===== config.mk =====
export PLATFORM = sky130hd
export DESIGN_NAME = minifloat_alu
export DESIGN_NICKNAME = d
export VERILOG_FILES = /design/src/hw/rtl/mfa_pkg.sv /design/src/hw/rtl/minifloat_alu.sv /design/src/hw/rtl/mfa_addsub.sv /design/src/hw/rtl/mfa_mul.sv
export SDC_FILE = /design/constraint.sdc
export NUM_CORES = 1
export LEC_CHECK = 0
export BUFFER_PORTS_ARGS = -buffer_cell sky130_fd_sc_hd__buf_4
export CAP_MARGIN = 0
export CORE_UTILIZATION = 35
export CTS_BUF_LIST = sky130_fd_sc_hd__clkbuf_8
export CTS_CLUSTER_SIZE = 30
export DETAILED_ROUTE_END_ITERATION = 8
export SLEW_MARGIN = 10
export SYNTH_ARGS = -nofsm -noshare
export SYNTH_HDL_FRONTEND = slang
export SYNTH_SLANG_ARGS = --single-unit
export TNS_END_PERCENT = 5

===== constraint.sdc =====
create_clock -name clk -period 12.5 [get_ports clk]
set_input_delay 0.625 -clock clk [delete_from_list [all_inputs] [get_ports clk]]
set_output_delay 0.625 -clock clk [all_outputs]
set_load 0.05 [all_outputs]

===== src/hw/rtl/mfa_pkg.sv =====
// Shared types, operation codes and compare codes for the minifloat ALU.
`timescale 1ns / 1ps
`default_nettype none
package mfa_pkg;
  typedef logic signed [8:0] mant_t;
  typedef logic signed [7:0] expo_t;
  typedef logic [2:0]        op_t;
  typedef logic [1:0]        ord_t;

  localparam op_t OP_ADD  = 3'd0;
  localparam op_t OP_SUB  = 3'd1;
  localparam op_t OP_MUL  = 3'd2;
  localparam op_t OP_CMPM = 3'd3;
  localparam op_t OP_CMPS = 3'd4;
  localparam op_t OP_ABS  = 3'd5;

  localparam ord_t ORD_EQ = 2'd0;
  localparam ord_t ORD_GT = 2'd1;  // b greater than a
  localparam ord_t ORD_LT = 2'd2;  // b less than a

  // Multiply exponent limits and saturated result
  localparam int MUL_EXP_MAX = 62;
  localparam int MUL_EXP_MIN = -62;
  localparam mant_t SAT_MANT = 9'sh0FF;
  localparam expo_t SAT_EXP  = 8'sd63;

  // Add keeps the larger operand beyond this exponent difference
  localparam int ALIGN_MAX = 9;

  // Last member sits in the lowest bits, matching the tdata layout
  typedef struct packed {
    expo_t b_exponent;
    mant_t b_mantissa;
    expo_t a_exponent;
    mant_t a_mantissa;
    op_t   operation;
  } req_t;
endpackage
`default_nettype wire


===== src/hw/rtl/minifloat_alu.sv =====
// Top level of the minifloat ALU: request register, datapath, result register.
// The request register holds each request, and the result register its result.
// Throughput: one request per cycle if unstalled; result register frees on drain.
// All work sits between the request register and the result register.
// Reset (rst_n low, synchronous) clears both valid flags; data is not reset.
`timescale 1ns / 1ps
`default_nettype none
module minifloat_alu (
  input  wire         clk,
  input  wire         rst_n,
  input  wire         in_tvalid,
  output logic        in_tready,
  // operation[2:0], a_mantissa[11:3], a_exponent[19:12], b_mantissa[28:20],
  // b_exponent[36:29], zero [39:37]
  input  wire  [39:0] in_tdata,
  output logic        out_tvalid,
  input  wire         out_tready,
  // result_mantissa[8:0], result_exponent[16:9], order[18:17], zero [23:19]
  output logic [23:0] out_tdata
);
  import mfa_pkg::*;

  logic        req_v_r;
  logic        req_v_nxt;
  req_t        req_r;
  logic        out_v_r;
  logic        out_v_nxt;
  logic [18:0] res_r;
  logic [18:0] res_nxt;
  logic        out_free;
  logic signed [9:0] b_neg;
  logic signed [9:0] b_add;
  mant_t       as_mant;
  expo_t       as_exp;
  mant_t       mu_mant;
  expo_t       mu_exp;
  mant_t       abs_mant;
  logic signed [9:0] a_abs;
  ord_t        ord_m;
  ord_t        ord_s;
  logic signed [9:0] ma;
  logic signed [9:0] mb;

  // Handshake: each stage advances when the next one is free
  assign out_free  = ~out_v_r | out_tready;
  assign in_tready = ~req_v_r | out_free;
  assign req_v_nxt = in_tready ? in_tvalid : req_v_r;
  assign out_v_nxt = out_free ? req_v_r : out_v_r;

  // Subtract negates b at full precision
  assign b_neg = -{req_r.b_mantissa[8], req_r.b_mantissa};
  assign b_add = (req_r.operation == OP_SUB) ? b_neg
               : {req_r.b_mantissa[8], req_r.b_mantissa};

  mfa_addsub u_addsub (
    .a_mant (req_r.a_mantissa),
    .a_exp  (req_r.a_exponent),
    .b_mant (b_add),
    .b_exp  (req_r.b_exponent),
    .r_mant (as_mant),
    .r_exp  (as_exp)
  );

  mfa_mul u_mul (
    .a_mant (req_r.a_mantissa),
    .a_exp  (req_r.a_exponent),
    .b_mant (req_r.b_mantissa),
    .b_exp  (req_r.b_exponent),
    .r_mant (mu_mant),
    .r_exp  (mu_exp)
  );

  // Compares and absolute value
  always_comb begin
    ma = req_r.a_mantissa[8] ? -{1'b1, req_r.a_mantissa}
                             : {1'b0, req_r.a_mantissa};
    mb = req_r.b_mantissa[8] ? -{1'b1, req_r.b_mantissa}
                             : {1'b0, req_r.b_mantissa};
    a_abs    = ma;
    abs_mant = (a_abs > 10'sd255) ? SAT_MANT : a_abs[8:0];

    if (req_r.b_exponent > req_r.a_exponent)      ord_m = ORD_GT;
    else if (req_r.b_exponent < req_r.a_exponent) ord_m = ORD_LT;
    else if (req_r.b_mantissa == req_r.a_mantissa) ord_m = ORD_EQ;
    else if (mb > ma)                              ord_m = ORD_GT;
    else                                           ord_m = ORD_LT;

    ord_s = ORD_EQ;
    if (!req_r.b_mantissa[8] && req_r.a_mantissa[8]) begin
      ord_s = ORD_GT;
    end else if (req_r.b_mantissa[8] && !req_r.a_mantissa[8]) begin
      ord_s = ORD_LT;
    end else if (req_r.b_mantissa > 0 && req_r.a_mantissa > 0) begin
      if (req_r.b_exponent > req_r.a_exponent)       ord_s = ORD_GT;
      else if (req_r.b_exponent < req_r.a_exponent)  ord_s = ORD_LT;
      else if (req_r.b_mantissa > req_r.a_mantissa)  ord_s = ORD_GT;
      else if (req_r.b_mantissa < req_r.a_mantissa)  ord_s = ORD_LT;
    end else if (req_r.b_mantissa[8] && req_r.a_mantissa[8]) begin
      if (req_r.b_exponent < req_r.a_exponent)       ord_s = ORD_GT;
      else if (req_r.b_exponent > req_r.a_exponent)  ord_s = ORD_LT;
      else if (req_r.b_mantissa < req_r.a_mantissa)  ord_s = ORD_GT;
      else if (req_r.b_mantissa > req_r.a_mantissa)  ord_s = ORD_LT;
    end
  end

  // Select the result by operation
  always_comb begin
    case (req_r.operation)
      OP_ADD, OP_SUB: res_nxt = {ORD_EQ, as_exp, as_mant};
      OP_MUL:         res_nxt = {ORD_EQ, mu_exp, mu_mant};
      OP_CMPM:        res_nxt = {ord_m, 17'd0};
      OP_CMPS:        res_nxt = {ord_s, 17'd0};
      OP_ABS:         res_nxt = {ORD_EQ, req_r.a_exponent, abs_mant};
      default:        res_nxt = '0;
    endcase
  end

  // Hold valid flags
  always_ff @(posedge clk) begin
    if (!rst_n) begin
      req_v_r <= 1'b0;
      out_v_r <= 1'b0;
    end else begin
      req_v_r <= req_v_nxt;
      out_v_r <= out_v_nxt;
    end
  end

  // Load request and result data
  always_ff @(posedge clk) begin
    if (in_tready) req_r <= in_tdata[36:0];
    if (out_free)  res_r <= res_nxt;
  end

  assign out_tvalid = out_v_r;
  assign out_tdata  = {5'd0, res_r};
endmodule
`default_nettype wire


===== src/hw/rtl/mfa_addsub.sv =====
// Align, add and renormalize for add and subtract.
`timescale 1ns / 1ps
`default_nettype none
module mfa_addsub (
  input  wire mfa_pkg::mant_t          a_mant,
  input  wire mfa_pkg::expo_t          a_exp,
  input  wire logic signed [9:0]       b_mant,   // b, already negated for subtract
  input  wire mfa_pkg::expo_t          b_exp,
  output mfa_pkg::mant_t               r_mant,
  output mfa_pkg::expo_t               r_exp
);
  import mfa_pkg::*;

  logic signed [9:0]  a_ext;
  logic signed [9:0]  l_mant;
  logic signed [9:0]  s_mant;
  logic signed [7:0]  l_exp;
  logic signed [7:0]  s_exp;
  logic signed [8:0]  diff;
  logic signed [9:0]  aligned;
  logic signed [10:0] sum;
  logic signed [10:0] sum_r;
  logic signed [15:0] trial;
  logic [1:0]         rsh;
  logic [2:0]         lsh;
  logic               pos;
  logic signed [15:0] norm;

  assign a_ext = {a_mant[8], a_mant};

  always_comb begin
    // Pick the operand with the larger exponent, a on a tie
    if (a_exp >= b_exp) begin
      l_mant = a_ext;  l_exp = a_exp;
      s_mant = b_mant; s_exp = b_exp;
    end else begin
      l_mant = b_mant; l_exp = b_exp;
      s_mant = a_ext;  s_exp = a_exp;
    end
    diff    = {l_exp[7], l_exp} - {s_exp[7], s_exp};
    aligned = s_mant >>> diff[3:0];
    sum     = {l_mant[9], l_mant} + {aligned[9], aligned};
    pos     = ~sum[10];

    // Right shift on overflow past 255; a negative sum of -511 needs two halvings
    if (pos ? (sum >= 11'sd512) : (sum <= -11'sd511))
      rsh = 2'd2;
    else if (pos ? (sum >= 11'sd256) : (sum <= -11'sd256))
      rsh = 2'd1;
    else
      rsh = 2'd0;
    sum_r = sum >>> rsh;

    // Smallest left shift that reaches magnitude 128
    lsh = 3'd0;
    for (int k = 7; k >= 0; k--) begin
      trial = {{5{sum_r[10]}}, sum_r} <<< k;
      if (pos ? (trial >= 16'sd128) : (trial <= -16'sd128))
        lsh = 3'(k);
    end
    norm = {{5{sum_r[10]}}, sum_r} <<< lsh;

    // Select the result
    if (a_mant == '0) begin
      r_mant = b_mant[8:0];
      r_exp  = b_exp;
    end else if (b_mant == '0) begin
      r_mant = a_mant;
      r_exp  = a_exp;
    end else if (diff > 9'(ALIGN_MAX)) begin
      r_mant = l_mant[8:0];
      r_exp  = l_exp;
    end else if (sum == '0) begin
      r_mant = '0;
      r_exp  = '0;
    end else begin
      r_mant = norm[8:0];
      r_exp  = l_exp + {6'd0, rsh} - {5'd0, lsh};
    end
  end
endmodule
`default_nettype wire


===== src/hw/rtl/mfa_mul.sv =====
// 9x9 multiply with normalize, round and exponent limits.
`timescale 1ns / 1ps
`default_nettype none
module mfa_mul (
  input  wire mfa_pkg::mant_t a_mant,
  input  wire mfa_pkg::expo_t a_exp,
  input  wire mfa_pkg::mant_t b_mant,
  input  wire mfa_pkg::expo_t b_exp,
  output mfa_pkg::mant_t      r_mant,
  output mfa_pkg::expo_t      r_exp
);
  import mfa_pkg::*;

  logic signed [8:0]  esum;
  logic signed [17:0] prod;
  logic signed [19:0] q0;
  logic signed [19:0] q1;
  logic signed [19:0] q2;
  logic signed [19:0] hi0;
  logic signed [19:0] hi2;
  logic signed [19:0] half_v;
  logic               pos;
  logic               dbl;
  logic               halve;

  always_comb begin
    esum = {a_exp[7], a_exp} + {b_exp[7], b_exp};
    prod = a_mant * b_mant;
    q0   = {{2{prod[17]}}, prod};
    pos  = (q0 > 20'sd0);

    // Normalize up by one when below 128
    hi0 = q0 >>> 8;
    dbl = pos ? (hi0 < 20'sd128) : (hi0 > -20'sd128);
    q1  = dbl ? (q0 <<< 1) : q0;

    // Round on the dropped bit
    q2  = q1 + (q1[7] ? 20'sd256 : 20'sd0);
    hi2 = q2 >>> 8;
    halve  = pos ? (hi2 >= 20'sd256) : (hi2 <= -20'sd256);
    half_v = q2 >>> 9;

    if (a_mant == '0 || b_mant == '0 || esum < 9'(MUL_EXP_MIN)) begin
      r_mant = '0;
      r_exp  = '0;
    end else if (esum > 9'(MUL_EXP_MAX)) begin
      r_mant = SAT_MANT;
      r_exp  = SAT_EXP;
    end else begin
      r_mant = halve ? half_v[8:0] : hi2[8:0];
      r_exp  = esum[7:0] - {7'd0, dbl} + {7'd0, halve};
    end
  end
endmodule
`default_nettype wire


==> run metrics <==
most frequent cells in the layout=149 x nand2_1, 129 x ha_1, 128 x inv_1; register area=1720 um^2; Die H=186 um; CTS sink cnt=58; FF-to-FF Start=req_r[13]; vias in the first global route=10.6k; nets=1749; setup TNS=0 ps; Clock Latency Late Sink=380 ps; Distinct cells, synth=94; crit path DAT=11970 ps; EDFF count, synth=56; ys flop type=edfxtp_1; Yosys warning count=0; post-synthesis cell area=11900 um^2; CP required=12700 ps; Max-Cap Viols=0; Pre-antenna DRT Iters=5; Worst Tran Pin Value=1220 ps; syn_area_per_cell=8.17 um^2; Buf+Inv Stages, Crit Path=6; Ant. Diodes=0; R2R setup slack=730 ps; r2r worst-path depth=48; worst reg2reg path endpoint=res_r[16]; total routed wirelength=35.2 mm; Overflow after GRT=0; CTS H-Tree Depth=3; GPL Wtd Cong=0.963; post-synthesis instance total=1453; Crit-path slowest cell=fa_1; fmax=0.0849 GHz; Row Count=67; startpoint types=flip-flop; min-delay src=in_tdata[5]; Crit path max-delay family=compound AO/OA/AOI/OAI gates; clk root buf=clkbuf_8; clk buf depth=2; CTS Buf Count=9; fill cell count=3422; #FFs+latches synth=58; Post-Synth Simple-Gate Area=0.197; Post-Synth Adder-Cell Area=0.263; fraction of layout cells with a size suffix above 1=0.110; period utilization=0.942; critical path class=flip-flop to flip-flop; main combinational cell family by area after synthesis=adder cells; Finished Cell Area=13100 um^2; Vias=11.1k; Worst Hold End=req_r[5]; Highest Signal Layer=met4; first-pass GRT wire length=56.5 mm; worst clock skew=15.3 ps; # DRC=0; area of the multi-input gates=9410 um^2; CP endpoint kind=flip-flop; Worst-path clk slew=80 ps; slew margin rel.=0.186; routed wl met2=16.4 mm; Final Max Slew Viols=0; Async S/R FF share, synth=0; Initial Util=0.355; initial antenna violation count=0; RSZ-0062 raised after global routing=no; minimum hold slack=416 ps; WL per Instance=18.0 um; Post-DP HPWL=28.4 mm; CTS tree=yes; Post-CTS Hold Buffers=0; CP max stage delay=620 ps; worst hold path type=input port to flip-flop; Die ar.=34600 um^2; critical path peak fanout=12; IO Count=70; met3 WL=1.95 mm; core area=33400 um^2; Die Wd=186 um; hold depth=1; Placed Area=12900 um^2; vias per cell=5.67; GRT Util Overall=0.209; IO Port Bufs=61; compound-gate portion of the synthesized area=0.233; post-route met1 wirelength=16.0 mm; multiplexer share of the synthesized area=0.0496; most common cell after layout, fill and taps aside=nand2_1; First DRT Iteration DRCs=718; minimum clock period=11770 ps; status=finished clean; sequential area share after synthesis=0.145; P&R area growth vs syn=10.2%; largest net degree at the start of global routing=45; XOR/XNOR Fraction of Synth Area=0.0480; Final Hold Viols=0; Routed Antenna Nets=0; final setup fails=0
[worst max path at each step]
stage,slack [ps],depth (start not counted),endpoint,startpoint
4_1_cts,530,48,res_r[16],req_r[13]
2_1_floorplan,950,53,res_r[16],req_r[35]
3_5_place_dp,560,48,res_r[16],req_r[13]
3_3_place_gp,770,48,res_r[16],req_r[13]
6_report,730,48,res_r[16],req_r[13]
5_1_grt,0.6,48,res_r[16],req_r[13]
[per-layer routing]
metal,up-vias,track usage
li1,5336,-
met1,5331,0.281
met2,358,0.350
met3,56,0.0236
met4,0,0.0666
met5,-,0
[cell type report]
| class | instances | share of cell area |
|---|---|---|
| multi-input combinational | 1205 | 0.720 |
| clock inverter | 7 | 0.00287 |
| inverter | 131 | 0.0378 |
| clock buffer | 9 | 0.00948 |
| sequential | 58 | 0.132 |
| timing repair buffer | 96 | 0.0551 |
| tap | 448 | 0.0429 |
[sequential cells by signal, indices dropped and copies added, names as in the netlist]
register and count:
out_tvalid 1, req_v_r 1, req_r 37, res_r 19
[worst reg2reg max path, delay by kind of cell, from the launching register on]
family / cells / cell delay [ps]
AND/OR/NAND/NOR: 11 / 2710
XOR/XNOR: 1 / 110
AO/OA/AOI/OAI: 19 / 3940
buffers and inverters: 6 / 830
flip-flops: 1 / 480
adder cells (fa/ha/maj): 7 / 2640
multiplexers: 4 / 920
[cells in the mapped netlist (7+ instances only)]
| master | n | share of area |
|---|---|---|
| clkbuf_1 | 48 | 0.015 |
| xor2_1 | 23 | 0.017 |
| a221oi_1 | 8 | 0.0059 |
| or3_1 | 17 | 0.0090 |
| and3_1 | 7 | 0.0037 |
| nor2_1 | 123 | 0.039 |
| a21o_1 | 17 | 0.011 |
| o31ai_1 | 11 | 0.0070 |
| nor3_1 | 30 | 0.013 |
| nand2b_1 | 9 | 0.0047 |
| o211ai_1 | 17 | 0.011 |
| nand4_1 | 19 | 0.010 |
| nor4_1 | 11 | 0.0058 |
| o21ai_0 | 64 | 0.027 |
| nor2b_1 | 20 | 0.011 |
| o21a_1 | 19 | 0.012 |
| fa_1 | 75 | 0.13 |
| a311oi_1 | 7 | 0.0052 |
| nand3_1 | 23 | 0.0097 |
| edfxtp_1 | 56 | 0.14 |
| o21bai_1 | 7 | 0.0044 |
| and2_1 | 41 | 0.022 |
| mux2_2 | 12 | 0.011 |
| a31oi_1 | 20 | 0.011 |
| a211oi_1 | 19 | 0.012 |
| mux2i_1 | 37 | 0.031 |
| inv_1 | 127 | 0.040 |
| ha_1 | 129 | 0.14 |
| xnor2_1 | 42 | 0.031 |
| a21oi_1 | 100 | 0.042 |
| or2_2 | 7 | 0.0037 |
| nand2_1 | 150 | 0.047 |
[cell families after synthesis]
| family | count (synthesis) |
|---|---|
| xor+xnor | 65 |
| fa+ha+maj | 204 |
| buf+inv | 194 |
| mux | 53 |
| flops | 58 |
| other cells | 2 |
| simple gates | 484 |
| compound gates | 393 |
[repair_timing]
| action | in CTS | in global routing |
|---|---|---|
| endpoints found under the setup margin | 0 | 1 |
| buffers inserted | 0 | 2 |
| gates resized for setup | 0 | 2 |
[stage by stage]
step | utilization | setup slack, ps | std cells
finish | 0.391 | 728 | 1954
global route | 0.391 | 0.607 | 1954
floorplan | - | 950 | 1457
global placement | 0.385 | 767 | 1936
detailed placement | 0.385 | 561 | 1936
CTS | 0.390 | 531 | 1952
Power is not shown: default switching activity piles up to over one toggle a cycle in this logic, so the estimate is an artifact.
